===== config.mk =====
export PLATFORM = sky130hd
export DESIGN_NAME = hill_cipher_3x3_mod227
export DESIGN_NICKNAME = d
export VERILOG_FILES = /design/src/rtl/hc227_pkg.sv /design/src/rtl/hc227_mac.sv /design/src/rtl/hill_cipher_3x3_mod227.sv
export SDC_FILE = /design/constraint.sdc
export NUM_CORES = 1
export LEC_CHECK = 0
export BUFFER_PORTS_ARGS = -buffer_cell sky130_fd_sc_hd__buf_2
export CORE_MARGIN = 1.5
export CORE_UTILIZATION = 65
export DETAILED_ROUTE_END_ITERATION = 12
export PLACE_DENSITY_LB_ADDON = 0.12
export SYNTH_ARGS = -nofsm -noshare
export SYNTH_HDL_FRONTEND = slang
export SYNTH_SLANG_ARGS = --single-unit

===== constraint.sdc =====
create_clock -name clk_i -period 25 [get_ports clk_i]
set_clock_uncertainty 0.05 [all_clocks]
set_input_delay 1.25 -clock clk_i [delete_from_list [all_inputs] [get_ports clk_i]]
set_output_delay 1.25 -clock clk_i [all_outputs]
set_load 0.05 [all_outputs]

===== src/rtl/hc227_pkg.sv =====
// Package for the 3x3 mod-227 Hill cipher block.
// Holds alphabet constants, code mapping functions and shared types.
package hc227_pkg;

  localparam int unsigned Mod = 227;
  localparam logic [7:0] SpaceCode = 8'd4;

  typedef enum logic [1:0] {
    CFG_MODE = 2'd0,
    CFG_ROW0 = 2'd1,
    CFG_ROW1 = 2'd2,
    CFG_ROW2 = 2'd3
  } cfg_idx_e;

  typedef enum logic [2:0] {
    ST_IDLE,
    ST_DET,
    ST_INV,
    ST_ADJ,
    ST_MUL,
    ST_EMIT
  } state_e;

  // reduce a product or sum below 2^16 modulo 227 by table-free folding
  function automatic logic [7:0] mod227(input logic [15:0] x);
    logic [16:0] t;
    logic [10:0] u;
    // 256 = 29 mod 227
    t = 17'(x[15:8]) * 17'd29 + 17'(x[7:0]);
    // t < 7651; fold again
    u = 11'(t[16:8]) * 11'd29 + 11'(t[7:0]);
    // u < 1068
    if (u >= 11'd908) u = u - 11'd908;
    else if (u >= 11'd681) u = u - 11'd681;
    else if (u >= 11'd454) u = u - 11'd454;
    else if (u >= 11'd227) u = u - 11'd227;
    return u[7:0];
  endfunction

  function automatic logic [7:0] byte_to_code(input logic [7:0] b);
    logic [7:0] c;
    c = 8'd0;
    if (b == 8'd9) c = 8'd1;
    else if (b == 8'd10) c = 8'd2;
    else if (b == 8'd13) c = 8'd3;
    else if (b >= 8'd32) c = (b == 8'd255) ? 8'd0 : b - 8'd28;
    return c;
  endfunction

  function automatic logic [7:0] code_to_byte(input logic [7:0] c);
    logic [7:0] b;
    if (c == 8'd0) b = 8'd255;
    else if (c == 8'd1) b = 8'd9;
    else if (c == 8'd2) b = 8'd10;
    else if (c == 8'd3) b = 8'd13;
    else b = c + 8'd28;
    return b;
  endfunction

endpackage


===== src/rtl/hc227_mac.sv =====
// Shared multiply-accumulate unit mod 227.
// Depends on hc227_pkg.
module hc227_mac (
  input  logic [7:0] a_i,
  input  logic [7:0] b_i,
  input  logic [7:0] acc_i,
  input  logic       sub_i,
  output logic [7:0] res_o
);
  import hc227_pkg::*;
  logic [7:0] p;
  logic [8:0] s;
  assign p = mod227(16'(a_i) * 16'(b_i));
  always_comb begin
    if (sub_i) s = 9'(acc_i) + 9'd227 - 9'(p);
    else s = 9'(acc_i) + 9'(p);
    if (s >= 9'd227) s = s - 9'd227;
  end
  assign res_o = s[7:0];
endmodule


===== src/rtl/hill_cipher_3x3_mod227.sv =====
// Top level of the 3x3 mod-227 Hill cipher.
// Depends on hc227_pkg and hc227_mac.
//
// Usage: bytes arrive on s_axis (tdata = in_byte, tlast = in_last). Every third
// byte, or a byte with tlast, closes a group and the block emits three bytes on
// m_axis (tdata = out_byte, tuser = group_end, message_end, bad_symbol,
// key_singular; tlast is message_end).
// Bytes that do not close a group are stored and the block stays idle. A closing
// byte starts the sequencer, which drives one shared mod-227 multiply-accumulate:
// encrypt takes 9 steps; decrypt adds 18 minor steps, 3 determinant steps,
// 16 inverse-power steps and 9 adjugate scaling steps. The results are written
// in ST_MUL and offered in ST_EMIT, where three output transfers follow, one
// a cycle while m_axis_tready is high. The input is not ready while a group is
// in work or being emitted; a stalled receiver holds the result and the block.
// Reset clears the group, returns every key byte to a space and selects encrypt.
// Configuration goes through cfg_valid_i/cfg_ready_o; it is taken only while
// idle and holds off the input.
module hill_cipher_3x3_mod227 (
  input  logic        clk_i,
  input  logic        rst_ni,
  input  logic        s_axis_tvalid,
  output logic        s_axis_tready,
  input  logic [7:0]  s_axis_tdata,   // [7:0] in_byte
  input  logic        s_axis_tlast,
  output logic        m_axis_tvalid,
  input  logic        m_axis_tready,
  output logic [7:0]  m_axis_tdata,   // [7:0] out_byte
  output logic        m_axis_tlast,
  output logic [3:0]  m_axis_tuser,   // [0] group_end [1] message_end [2] bad_symbol [3] key_singular
  input  logic        cfg_valid_i,
  output logic        cfg_ready_o,
  input  logic [1:0]  cfg_index_i,
  input  logic [23:0] cfg_data_i
);
  import hc227_pkg::*;

  logic        mode_q;
  logic [23:0] row_q [3];
  logic [7:0]  g_q [3], g_d [3];
  logic [1:0]  fill_q, fill_d;
  logic        bad_q, bad_d, last_q, last_d, sing_q, sing_d;
  state_e      st_q, st_d;
  logic [4:0]  cnt_q, cnt_d;
  logic [7:0]  acc_q, acc_d;
  logic [7:0]  cof_q [9], cof_d [9];
  logic [7:0]  out_q [3], out_d [3];
  logic [7:0]  base_q, base_d, pw_q, pw_d;
  logic [1:0]  oi_q, oi_d;
  // inverse matrix scratch, written during ST_ADJ
  logic [7:0]  minv_q [9];

  logic [7:0] k [9];
  logic [7:0] ma, mb, macc, mres;
  logic       msub;

  function automatic logic [3:0] mat_idx(input logic [1:0] r, input logic [1:0] c);
    return {2'b00, r} * 4'd3 + {2'b00, c};
  endfunction

  // row and column of a flat index below 9
  function automatic logic [1:0] quot3(input logic [3:0] v);
    logic [1:0] q;
    if (v >= 4'd6) q = 2'd2;
    else if (v >= 4'd3) q = 2'd1;
    else q = 2'd0;
    return q;
  endfunction

  function automatic logic [1:0] rem3(input logic [3:0] v);
    return 2'(v - {2'b00, quot3(v)} * 4'd3);
  endfunction

  always_comb begin
    for (int r = 0; r < 3; r++)
      for (int c = 0; c < 3; c++)
        k[r*3+c] = byte_to_code(row_q[r][c*8 +: 8]);
  end

  hc227_mac u_mac (.a_i(ma), .b_i(mb), .acc_i(macc), .sub_i(msub), .res_o(mres));

  // minor term selection for cofactor n = cnt/2, half h = cnt%2
  logic [3:0] n;
  logic       h;
  logic [1:0] ri, cj, r0, r1, c0, c1;
  assign n  = cnt_q[4:1];
  assign h  = cnt_q[0];
  always_comb begin
    ri = quot3(n);
    cj = rem3(n);
    r0 = (ri == 2'd0) ? 2'd1 : 2'd0;
    r1 = (ri == 2'd2) ? 2'd1 : 2'd2;
    c0 = (cj == 2'd0) ? 2'd1 : 2'd0;
    c1 = (cj == 2'd2) ? 2'd1 : 2'd2;
  end

  // exponent 225 = 8'b11100001, processed MSB first
  localparam logic [7:0] InvExp = 8'd225;
  logic [1:0] mi, mj;
  assign mi = quot3(cnt_q[3:0]);
  assign mj = rem3(cnt_q[3:0]);

  assign cfg_ready_o   = (st_q == ST_IDLE);
  assign s_axis_tready = (st_q == ST_IDLE) && !cfg_valid_i;

  always_comb begin
    st_d = st_q;
    unique case (st_q)
      ST_IDLE: if (s_axis_tvalid && s_axis_tready && (s_axis_tlast || fill_q == 2'd2))
                 st_d = mode_q ? ST_DET : ST_MUL;
      ST_DET:  if (cnt_q == 5'd20) st_d = ST_INV;
      ST_INV:  if (cnt_q == 5'd15) st_d = ST_ADJ;
      ST_ADJ:  if (cnt_q == 5'd8) st_d = ST_MUL;
      ST_MUL:  if (cnt_q == 5'd8) st_d = ST_EMIT;
      ST_EMIT: if (m_axis_tready && oi_q == 2'd2) st_d = ST_IDLE;
      default: st_d = ST_IDLE;
    endcase
  end

  always_comb begin
    g_d = g_q; fill_d = fill_q; bad_d = bad_q; last_d = last_q; sing_d = sing_q;
    cnt_d = cnt_q + 5'd1; acc_d = acc_q; cof_d = cof_q; out_d = out_q;
    base_d = base_q; pw_d = pw_q; oi_d = oi_q;
    ma = 8'd0; mb = 8'd0; macc = 8'd0; msub = 1'b0;
    unique case (st_q)
      ST_IDLE: begin
        cnt_d = 5'd0; acc_d = 8'd0; oi_d = 2'd0; sing_d = 1'b0;
        if (s_axis_tvalid && s_axis_tready) begin
          g_d[fill_q] = byte_to_code(s_axis_tdata);
          if (byte_to_code(s_axis_tdata) == 8'd0 && s_axis_tdata != 8'd255) bad_d = 1'b1;
          last_d = s_axis_tlast;
          fill_d = fill_q + 2'd1;
          if (s_axis_tlast) begin
            if (fill_q == 2'd0) begin g_d[1] = SpaceCode; g_d[2] = SpaceCode; end
            if (fill_q == 2'd1) g_d[2] = SpaceCode;
          end
        end
      end
      ST_DET: begin
        if (cnt_q < 5'd18) begin
          // cofactor minor: a*d then minus b*c
          ma = h ? k[mat_idx(r0, c1)] : k[mat_idx(r0, c0)];
          mb = h ? k[mat_idx(r1, c0)] : k[mat_idx(r1, c1)];
          macc = h ? acc_q : 8'd0;
          msub = h;
          if (h) begin
            cof_d[n] = (ri[0] ^ cj[0]) ? ((mres == 8'd0) ? 8'd0 : 8'(9'd227 - 9'(mres)))
                                       : mres;
            acc_d = 8'd0;
          end else acc_d = mres;
        end else begin
          ma = k[4'(cnt_q - 5'd18)]; mb = cof_q[4'(cnt_q - 5'd18)]; macc = acc_q;
          acc_d = mres;
          if (cnt_q == 5'd20) begin
            base_d = mres; pw_d = 8'd1;
            sing_d = (mres == 8'd0);
          end
        end
        if (cnt_q == 5'd20) cnt_d = 5'd0;
      end
      ST_INV: begin
        // even cnt: square, odd cnt: multiply by base if exponent bit set
        if (!h) begin
          ma = pw_q; mb = pw_q; pw_d = mres;
        end else begin
          ma = pw_q; mb = InvExp[3'd7 - n[2:0]] ? base_q : 8'd1; pw_d = mres;
        end
        if (cnt_q == 5'd15) cnt_d = 5'd0;
      end
      ST_ADJ: begin
        // inverse element (i,j) = cof[j][i] * inv
        ma = cof_q[mat_idx(mj, mi)]; mb = sing_q ? 8'd0 : pw_q;
        if (cnt_q == 5'd8) cnt_d = 5'd0;
      end
      ST_MUL: begin
        ma = g_q[mj]; macc = (mj == 2'd0) ? 8'd0 : acc_q;
        mb = mode_q ? minv_q[cnt_q[3:0]] : k[cnt_q[3:0]];
        acc_d = mres;
        if (mj == 2'd2) out_d[mi] = mres;
        if (cnt_q == 5'd8) cnt_d = 5'd0;
      end
      ST_EMIT: begin
        cnt_d = 5'd0;
        if (m_axis_tready) begin
          oi_d = oi_q + 2'd1;
          if (oi_q == 2'd2) begin
            oi_d = 2'd0;
            fill_d = 2'd0; bad_d = 1'b0; g_d[0] = 8'd0; g_d[1] = 8'd0; g_d[2] = 8'd0;
          end
        end
      end
      default: ;
    endcase
  end

  always_ff @(posedge clk_i) begin
    if (st_q == ST_ADJ) minv_q[cnt_q[3:0]] <= mres;
  end

  always_ff @(posedge clk_i or negedge rst_ni) begin
    if (!rst_ni) begin
      st_q <= ST_IDLE; fill_q <= 2'd0; bad_q <= 1'b0; mode_q <= 1'b0;
      row_q[0] <= 24'h202020; row_q[1] <= 24'h202020; row_q[2] <= 24'h202020;
      cnt_q <= 5'd0; oi_q <= 2'd0; sing_q <= 1'b0; last_q <= 1'b0;
      g_q[0] <= 8'd0; g_q[1] <= 8'd0; g_q[2] <= 8'd0;
    end else begin
      st_q <= st_d; fill_q <= fill_d; bad_q <= bad_d; cnt_q <= cnt_d; oi_q <= oi_d;
      sing_q <= sing_d; last_q <= last_d; g_q <= g_d;
      if (cfg_valid_i && cfg_ready_o) begin
        unique case (cfg_idx_e'(cfg_index_i))
          CFG_MODE: mode_q <= cfg_data_i[0];
          CFG_ROW0: row_q[0] <= cfg_data_i;
          CFG_ROW1: row_q[1] <= cfg_data_i;
          CFG_ROW2: row_q[2] <= cfg_data_i;
          default: ;
        endcase
      end
    end
  end

  always_ff @(posedge clk_i) begin
    acc_q <= acc_d; cof_q <= cof_d; out_q <= out_d;
    base_q <= base_d; pw_q <= pw_d;
  end

  assign m_axis_tvalid   = (st_q == ST_EMIT);
  assign m_axis_tdata    = code_to_byte(out_q[oi_q]);
  assign m_axis_tuser[0] = (oi_q == 2'd2);
  assign m_axis_tuser[1] = (oi_q == 2'd2) && last_q;
  assign m_axis_tuser[2] = bad_q;
  assign m_axis_tuser[3] = mode_q && sing_q;
  assign m_axis_tlast    = m_axis_tuser[1];
endmodule


==> results of run 1 <==
-- cell families after synthesis --
| family | count (synthesis) | share of synthesized area, % |
|---|---|---|
| compound gates | 470 | 12.0 |
| xor+xnor | 81 | 2.80 |
| fa+ha+maj | 264 | 14.7 |
| buf+inv | 305 | 4.54 |
| flops | 304 | 33.5 |
| mux | 297 | 18.7 |
| simple gates | 719 | 13.7 |
-- worst max-delay path, delay by kind of cell, from the launching register on --
kind	cells	cell delay (ns)
XOR/XNOR	4	1.66
adder cells (fa/ha/maj)	21	8.59
flip-flops	1	0.79
AO/OA/AOI/OAI	28	7.33
multiplexers	2	0.55
buffers and inverters	11	1.35
AND/OR/NAND/NOR	11	2.85
-- sequential cells by signal, summed over array words and instances (netlist names), 2 cells and up --
name	count
cof_q	72
minv_q	72
row_q	72
g_q	24
out_q	24
acc_q	8
base_q	8
pw_q	8
cnt_q	5
st_q	3
fill_q	2
oi_q	2
-- metal layers --
metal	GRT usage, %	up-vias	wire [um]
met1	48.4	9957	28600
met4	12.4	2	2750
met5	0	-	43
met2	56.4	1081	33400
li1	-	8984	-
met3	6.56	180	6730
-- area by class of cell --
class	count	area (um2)
clock buffer	40	810
inverter	199	747
clock inverter	17	233
tap	518	648
timing repair buffer	73	413
fill	2870	11400
multi-input combinational	1831	15900
sequential	304	8580
-- Yosys cell counts (all sizes together) (23+ instances only) --
master | number | area share, %
nand2 | 205 | 3.0
inv | 198 | 2.9
ha | 196 | 9.6
edfxtp | 192 | 23
nor2 | 184 | 2.7
o21ai | 137 | 2.7
mux4 | 135 | 12
a21oi | 112 | 2.2
dfrtp | 103 | 10
mux2 | 99 | 4.4
clkbuf | 82 | 1.2
fa | 64 | 5.0
mux2i | 63 | 2.5
nor3 | 50 | 1.0
xnor2 | 49 | 1.7
and2 | 44 | 1.1
nand3 | 42 | 0.82
nor2b | 38 | 0.93
xor2 | 32 | 1.1
nand2b | 29 | 0.71
a211oi | 24 | 0.75
buf | 24 | 0.42
and3 | 23 | 0.56
-- stage by stage --
step	util (%)	setup slack, ns	setup TNS [ns]	cells
2_1_floorplan	-	4.46	0	2440
3_3_place_gp	67.7	1.97	0	2925
3_5_place_dp	67.7	1.32	0	2925
4_1_cts	70.4	1.25	0	2982
5_1_grt	70.5	-0.00128	-0.00379	2982
6_report	70.5	1.41	0	2982
-- worst min-delay path by stage --
stage | to | slack (ns) | depth (start not counted)
final | last_q | 0.44 | 2
after detailed placement | g_q[7] | 0.42 | 2
after CTS | g_q[22] | 0.45 | 2
after floorplan | last_q | 0.39 | 2
after global placement | g_q[23] | 0.41 | 2
after global routing | g_q[22] | 0.46 | 2
==> impl_results.md, run 1 <==
- Clock Path Buffers: 3
- H-tree depth: 1
- Post-CTS Setup Repair Bufs: 0
- Reg-to-Reg End: cof_q[21]
- Reg2reg setup slack: 1.41 ns
- Max_slew headroom: 3.11%
- Overall Global Routing Usage: 35.2%
- Yosys cell types: 88
- Vias: 20200
- Post-Syn Nets: 2740
- # hold bufs at CTS: 0
- Post-Syn Area: 25600 um2
- Hold path start: last_q
- Post-synth ARST share: 36.8%
- Root Buffer: clkbuf_16
- WL per Instance: 24.0 um
- Crit path launch type: register
- Fin crit share: approximately 94%
- Largest net degree at the start of global routing: 63
- Seq/Total Area, Yosys: roughly 34%
- # IOs: 56
- N_diodes: 0
- Max-cap violations: 0
- Final #Nets: between 2000 and 3000
- Port bufs: 55
- Area Growth Syn to Fin: 6.68%
- # setup viols final: 0
- Initial antenna violation count: 1
- Crit path from: cnt_q[0]
- Worst endpoint required time: 25.22 ns
- CTS clk-pin slew, worst paths: 0.06 ns
- Final hold violations: 0
- Most common cell after layout, fill and taps aside: nand2_1
- DRC viols: 0
- Cell Rows: 72
- Fmax: 42.4 MHz
- Worst-Skew Late Latency: 0.61 ns
- Critical path type: reg -> reg
- Commonest non-fill, non-tap cells in the layout: 205 x nand2_1, 196 x ha_1, 193 x inv_1
- DR pass1 iterations: 6
- Fin. max-slew vios: 0
- Ys flop type: edfxtp_1
- Worst-margin pin slew: 1.44 ns
- DR iter-0 viols: about 2200
- CTS tree: done
- Total grt overflow: 0
- Yosys warns: 0
- CTS Sinks: 304
- Fin crit period: 23.59 ns
- Crit. End Element: register
- Post-CTS sizing: 0
- Hold Path Class: reg -> reg
- Vias in the first global route: 19500
- Vias per std cell: just under 7
- ANT nets after route: 0
- CP max-delay cell: dfrtp_4
- Post-synthesis register bit count: a little over 300
- FF-to-FF Start: cnt_q[0]
- Syn_area_per_cell: between 10 and 15 um2
- Routed WL: 71600 um
- Status: complete, no violations
- Share of layout cells above drive strength 1: 16.2%
- Post-DP HPWL: 53000 um
- Core ar.: 38700 um2
- CP Max Fanout: 39
- Inserted Clock Buffers: 31
- First-pass GRT wire length: 111000 um
- Die height: 201 um
- Design area: between 20000 and 30000 um2
- Post-synth EDFFs: 192
- Die area: 40600 um2
- GPL Wtd Cong: between 1 and 1.5
- Initial Util: about two thirds
- Crit path to: cof_q[21]
- Largest stage delay on the critical path: approximately 0.79 ns
- Reg2Reg Depth: 77
- Worst Path Arrival: 23.81 ns
- WHS: approximately 0.44 ns
- Dpl cell area: roughly 26000 um2
- Die extent in x: 201 um
- Synth Instances: 2440
Power of run 1 is not shown: default switching activity piles up to over one toggle a cycle in this logic, so the estimate is an artifact.
==> run 2: changes to the inputs <==
--- a/config.mk
+++ b/config.mk
@@ -6,8 +6,9 @@
 export NUM_CORES = 1
 export LEC_CHECK = 0
 export BUFFER_PORTS_ARGS = -buffer_cell sky130_fd_sc_hd__buf_2
+export CORE_ASPECT_RATIO = 0.8
 export CORE_MARGIN = 1.5
-export CORE_UTILIZATION = 65
+export CORE_UTILIZATION = 40
 export DETAILED_ROUTE_END_ITERATION = 12
 export PLACE_DENSITY_LB_ADDON = 0.12
 export SYNTH_ARGS = -nofsm -noshare
==> run 2 against run 1 <==
  * Clock-buffer cell count is 2 higher
  * Global-route usage is 12 points lower
  * Register-to-register slack better by 0.62 ns
  * Final cell count is 11% higher
  * Largest cell class unchanged
  * Setup slack better by 0.62 ns
  * Non-clock buffer count is 7 higher
  * Via count is 2.2% lower
  * Final area is 2.0% higher
  * Wire length is 5.3% higher
  * Hold slack worse by 0.0049 ns
  * Highest routed layer is now met4
==> impl_results.md, run 2 (synthesized netlist as in run 1, its figures left out) <==
- Most common cell after layout, fill and taps aside: nand2_1 (unchanged)
- Total grt overflow: 0 (unchanged)
- CP Max Fanout: 27 (was 39)
- Largest net degree at the start of global routing: 66 (was 63)
- CTS tree: done (unchanged)
- Post-CTS sizing: 0 (unchanged)
- Final hold violations: 0 (unchanged)
- WHS Endpoint: last_q (unchanged)
- Initial Util: 40.6% (was 66.1%)
- Critical path type: reg -> reg (unchanged)
- Largest stage delay on the critical path: 0.76 ns (was 0.79 ns)
- Die height: 229 um (was 201 um)
- Core ar.: 63000 um2 (was 38700 um2)
- Share of layout cells above drive strength 1: 16.9% (was 16.2%)
- Die area: 65500 um2 (was 40600 um2)
- Crit path launch type: register (unchanged)
- Reg-to-Reg End: cof_q[24] (was cof_q[21])
- Worst-Skew Late Latency: 0.58 ns (was 0.61 ns)
- Area Growth Syn to Fin: 8.84% (was 6.68%)
- Worst endpoint required time: 25.17 ns (was 25.22 ns)
- Fin crit share: 91.9% (was 94.4%)
- Post-DP HPWL: 57300 um (was 53000 um)
- Filler cell count: 6042 (was 2870)
- Fin. max-slew vios: 0 (unchanged)
- Overall Global Routing Usage: 22.9% (was 35.2%)
- Seq. cell area: 8580 um2 (unchanged)
- DR pass1 iterations: 6 (unchanged)
- CP max-delay cell: dfrtp_4 (unchanged)
- First-pass GRT wire length: 116000 um (was 111000 um)
- Routed WL: 75400 um (was 71600 um)
- Reg2Reg Depth: 81 (was 77)
- Fmax: 43.5 MHz (was 42.4 MHz)
- Vias: 19800 (was 20200)
- GPL Wtd Cong: 0.937 (was 1.01)
- Port bufs: 55 (unchanged)
- Post-CTS Setup Repair Bufs: 0 (unchanged)
- DRC viols: 0 (unchanged)
- CTS clk-pin slew, worst paths: 0.06 ns (about the same)
- Vias in the first global route: 19200 (was 19500)
- Fin crit period: 22.97 ns (was 23.59 ns)
- Root Buffer: clkbuf_16 (unchanged)
- # IOs: 56 (unchanged)
- Pre-CTS setup slack: 1.43 ns (was 1.32 ns)
- Post-route worst setup slack: 2.03 ns (was 1.41 ns)
- Crit. End Element: register (unchanged)
- Final #Nets: 2751 (was 2740)
- Reg2reg setup slack: 2.03 ns (was 1.41 ns)
- ANT nets after route: 0 (unchanged)
- RSZ-0062 raised after global routing: no
- # setup viols final: 0 (unchanged)
- WL per Instance: 22.7 um (was 24.0 um)
- Die extent in x: 286 um (was 201 um)
- CTS Sinks: 304 (unchanged)
- Clock Path Buffers: 3 (unchanged)
- Hold Path Class: reg -> reg (unchanged)
- WHS Path Cells: 2 (unchanged)
- Worst-margin pin slew: 1.39 ns (was 1.44 ns)
- N_diodes: 0 (unchanged)
- FF-to-FF Start: cnt_q[0] (unchanged)
- Max_slew headroom: 6.09% (was 3.11%)
- Inserted Clock Buffers: 35 (was 31)
- Status: complete, no violations (unchanged)
- Cell Rows: 82 (was 72)
- Commonest non-fill, non-tap cells in the layout: 205 x nand2_1, 196 x ha_1, 193 x inv_1 (unchanged)
- Worst Path Arrival: 23.14 ns (was 23.81 ns)
- Initial antenna violation count: 1 (unchanged)
- Most frequent CP cell: inv_1
- Setup_tns: 0 ns (unchanged)
- DR iter-0 viols: 2131 (was 2178)
- Hold path start: last_q (unchanged)
- Max-cap violations: 0 (unchanged)
- # hold bufs at CTS: 0 (unchanged)
- Footprint of the multi-input gates: 15900 um2 (about the same)
- Vias per std cell: 5.96 (was 6.78)
- H-tree depth: 2 (was 1)
==> run 2: cell count changes in the layout (fill, tap and decap cells not counted), sizes merged <==
cell / delta
buf: +7
bufinv: -2
clkbuf: +2
clkinvlp: +2
clkinv: +1
==> run 2: routing by layer <==
metal	vias up	GRT usage (%)	share of wire, %
met2	756	33.9	43
met4	0	5.77	2.4
met1	9898	33.8	46
li1	8991	-	-
met3	114	4.92	8.6
met5	-	0	0
==> run 2: worst max-delay path, delay by kind of cell (launching register included) <==
kind	cells	cell delay (ns)
AO/OA/AOI/OAI	24	6.33
XOR/XNOR	6	1.17
adder cells (fa/ha/maj)	21	8.75
buffers and inverters	13	1.65
flip-flops	1	0.76
multiplexers	2	0.67
AND/OR/NAND/NOR	15	3.20
==> run 2: how the worst max path moves through the flow <==
stage	endpoint	startpoint	slack [ns]	depth (start not counted)
detailed placement	cof_q[13]	cnt_q[0]	1.43	78
CTS	cof_q[13]	cnt_q[0]	1.36	78
global placement	cof_q[13]	cnt_q[0]	2.21	79
floorplan	cof_q[13]	cnt_q[0]	4.46	83
global route	cof_q[61]	cnt_q[0]	0.24	81
finish	cof_q[24]	cnt_q[0]	2.03	81
==> run 2: layout make-up <==
type	count	share of cell area, %
flip-flops and latches	304	30.8
inverters	199	2.68
repair buffers	80	1.66
clock inverters	18	0.782
multi-input cells	1831	57.0
clock buffers	42	3.24
well taps	840	3.77
==> run 2: stage by stage <==
step / util, % / area (um2) / cells / hold slack, ns
after CTS: 44.1 / 27800 / 3313 / 0.440
final: 44.2 / 27900 / 3314 / 0.439
after detailed placement: 42.4 / 26700 / 3253 / 0.418
after global routing: 44.2 / 27900 / 3314 / 0.459
after floorplan: - / 25600 / 2440 / 0.387
after global placement: 42.4 / 26700 / 3253 / 0.414
Power of run 2 is left out for the same reason.
==> run 3: changes to the inputs <==
--- a/config.mk
+++ b/config.mk
@@ -11,6 +11,7 @@
 export CORE_UTILIZATION = 40
 export DETAILED_ROUTE_END_ITERATION = 12
 export PLACE_DENSITY_LB_ADDON = 0.12
+export SLEW_MARGIN = 5
 export SYNTH_ARGS = -nofsm -noshare
 export SYNTH_HDL_FRONTEND = slang
 export SYNTH_SLANG_ARGS = --single-unit
==> constraint.sdc (replaced) <==
create_clock -name clk_i -period 20.6 [get_ports clk_i]
set_clock_uncertainty 0.05 [all_clocks]
set_input_delay 1.03 -clock clk_i [delete_from_list [all_inputs] [get_ports clk_i]]
set_output_delay 1.03 -clock clk_i [all_outputs]
set_load 0.05 [all_outputs]
==> run 3 against run 2 <==
  * Critical path depth down 1
  * Via count rose by 2.3%
  * First-iteration DRC count is 9.0% lower
  * Fmax up 17%
  * Final cell count is 3.0% higher
  * Wire length increased by 3.9%
  * Final area is 5.0% higher
  * Clock-buffer cell count rose by 3
  * Register-to-register slack got worse by 1.1 ns
  * Non-clock buffer count rose by 90
  * Hold slack got worse by 0.020 ns
  * Critical endpoint is now cof_q[46]
  * Highest routed layer unchanged
==> impl_results.md, run 3 (synthesized netlist as in run 1, its figures left out) <==
- DRC viols: 0 (unchanged)
- CP max-delay cell: ha_1 (was dfrtp_4)
- Vias per std cell: 5.92 (was 5.96)
- Max_slew headroom: 10.2% (was 6.09%)
- Commonest non-fill, non-tap cells in the layout: 205 x nand2_1, 192 x edfxtp_1, 191 x inv_1, 191 x ha_1, 182 x nor2_1 (was 205 x nand2_1, 196 x ha_1, 193 x inv_1)
- Filler cell count: 5918 (was 6042)
- Fin crit period: 19.63 ns (was 22.97 ns)
- Worst Path Arrival: 19.85 ns (was 23.14 ns)
- Seq. cell area: 8580 um2 (unchanged)
- Largest stage delay on the critical path: 0.60 ns (was 0.76 ns)
- Largest net degree at the start of global routing: 68 (was 66)
- FF-to-FF Start: cnt_q[0] (unchanged)
- Clock Path Buffers: 3 (unchanged)
- WL per Instance: 23.0 um (was 22.7 um)
- ANT nets after route: 0 (unchanged)
- Footprint of the multi-input gates: 16400 um2 (was 15900 um2)
- Crit. End Element: register (unchanged)
- Port bufs: 55 (unchanged)
- Inserted Clock Buffers: 37 (was 35)
- CTS clk-pin slew, worst paths: 0.06 ns (about the same)
- CP Max Fanout: 11 (was 27)
- Status: complete, no violations (unchanged)
- DR iter-0 viols: 1940 (was 2131)
- Total grt overflow: 0 (unchanged)
- Final #Nets: 2843 (was 2751)
- Core ar.: 63000 um2 (unchanged)
- Die height: 229 um (unchanged)
- Final hold violations: 0 (unchanged)
- Initial Util: 40.6% (unchanged)
- Critical path type: reg -> reg (unchanged)
- # IOs: 56 (unchanged)
- # hold bufs at CTS: 0 (unchanged)
- Routed WL: 78300 um (was 75400 um)
- Worst endpoint required time: 20.82 ns (was 25.17 ns)
- Die extent in x: 286 um (unchanged)
- Grt met2 use: 35.0% (was 33.9%)
- Root Buffer: clkbuf_16 (unchanged)
- Reg2reg setup slack: 0.97 ns (was 2.03 ns)
- First-pass GRT wire length: 120000 um (was 116000 um)
- Worst-margin pin slew: 1.33 ns (was 1.39 ns)
- Die area: 65500 um2 (unchanged)
- Hold Path Class: in -> async (was reg -> reg)
- Initial antenna violation count: 0 (was 1)
- H-tree depth: 2 (unchanged)
- Fin. max-slew vios: 0 (unchanged)
- Met1 Track Usage GR: 36.1% (was 33.8%)
- Max-cap violations: 0 (unchanged)
- M3 GR Usage: 3.75% (was 4.92%)
- Vias in the first global route: 19700 (was 19200)
- Post-DP HPWL: 60100 um (was 57300 um)
- Grt peak-use layer: met1 (was met2)
- Share of layout cells above drive strength 1: 22.6% (was 16.9%)
- DR pass1 iterations: 6 (unchanged)
- Most common cell after layout, fill and taps aside: nand2_1 (unchanged)
- Worst-Skew Late Latency: 0.58 ns (about the same)
- Area Growth Syn to Fin: 14.3% (was 8.84%)
- # setup viols final: 0 (unchanged)
- Cell Rows: 82 (unchanged)
- Fin crit share: 95.3% (was 91.9%)
- Crit path launch type: register (unchanged)
- GPL Wtd Cong: 0.962 (was 0.937)
- WHS: 0.419 ns (was 0.439 ns)
- CTS Sinks: 304 (unchanged)
- Overall Global Routing Usage: 23.7% (was 22.9%)
- Crit path from: cnt_q[0] (unchanged)
- Fmax: 50.9 MHz (was 43.5 MHz)
- CTS tree: done (unchanged)
- Vias: 20200 (was 19800)
- Most frequent CP cell: ha_1 (was inv_1)
-- run 3: layout make-up --
class / instances / area share (%)
repair buffers: 170 / 3.95
inverters: 199 / 2.57
flip-flops and latches: 304 / 29.3
clock inverters: 23 / 1.07
diodes: 1 / 0.00855
multi-input cells: 1831 / 56.1
clock buffers: 45 / 3.41
well taps: 840 / 3.59
-- run 3: layer usage --
layer  vias up  share of wire (%)
li1       9188                  -
met1     10200                 47
met5         -                  0
met4         0                2.2
met3       110                7.4
met2       757                 43
-- run 3: worst paths after layout --
| check | end | cells after the start |
|---|---|---|
| hold / removal | row_q[59] | 1 |
| hold reg to reg | g_q[2] | 1 |
| min in group clk_i | g_q[2] | 1 |
| setup / recovery | cof_q[46] | 80 |
| setup reg to reg | cof_q[46] | 80 |
| max in group asynchronous | cnt_q[0] | 2 |
-- run 3: repair_timing --
item,CTS,global route
buffers inserted,0,21
pin swaps,0,19
endpoints found under the setup margin,45,193
resized for setup,3,107
-- run 3: per-stage QoR --
| stage | TNS [ns] | cell area (um2) | util, % | std cells | setup slack [ns] |
|---|---|---|---|---|---|
| finish | 0 | 29300 | 46.4 | 3413 | 0.967 |
| global placement | 0 | 27200 | 43.2 | 3323 | 0.303 |
| detailed placement | -0.502 | 27200 | 43.2 | 3323 | -0.0560 |
| CTS | 0 | 28500 | 45.3 | 3391 | 0.0228 |
| floorplan | 0 | 25600 | - | 2440 | 0.0586 |
| global route | -2.98 | 29300 | 46.4 | 3412 | -0.0927 |
-- run 3: worst max-delay path: cells and delay by family (launching register included) --
kind / cells / cell delay (ns)
fa+ha+maj: 20 / 7.97
compound gates: 26 / 5.09
xor+xnor: 3 / 0.47
simple gates: 13 / 2.39
buf+inv: 15 / 1.81
mux: 3 / 1.04
flops: 1 / 0.46
Power of run 3 is left out for the same reason.
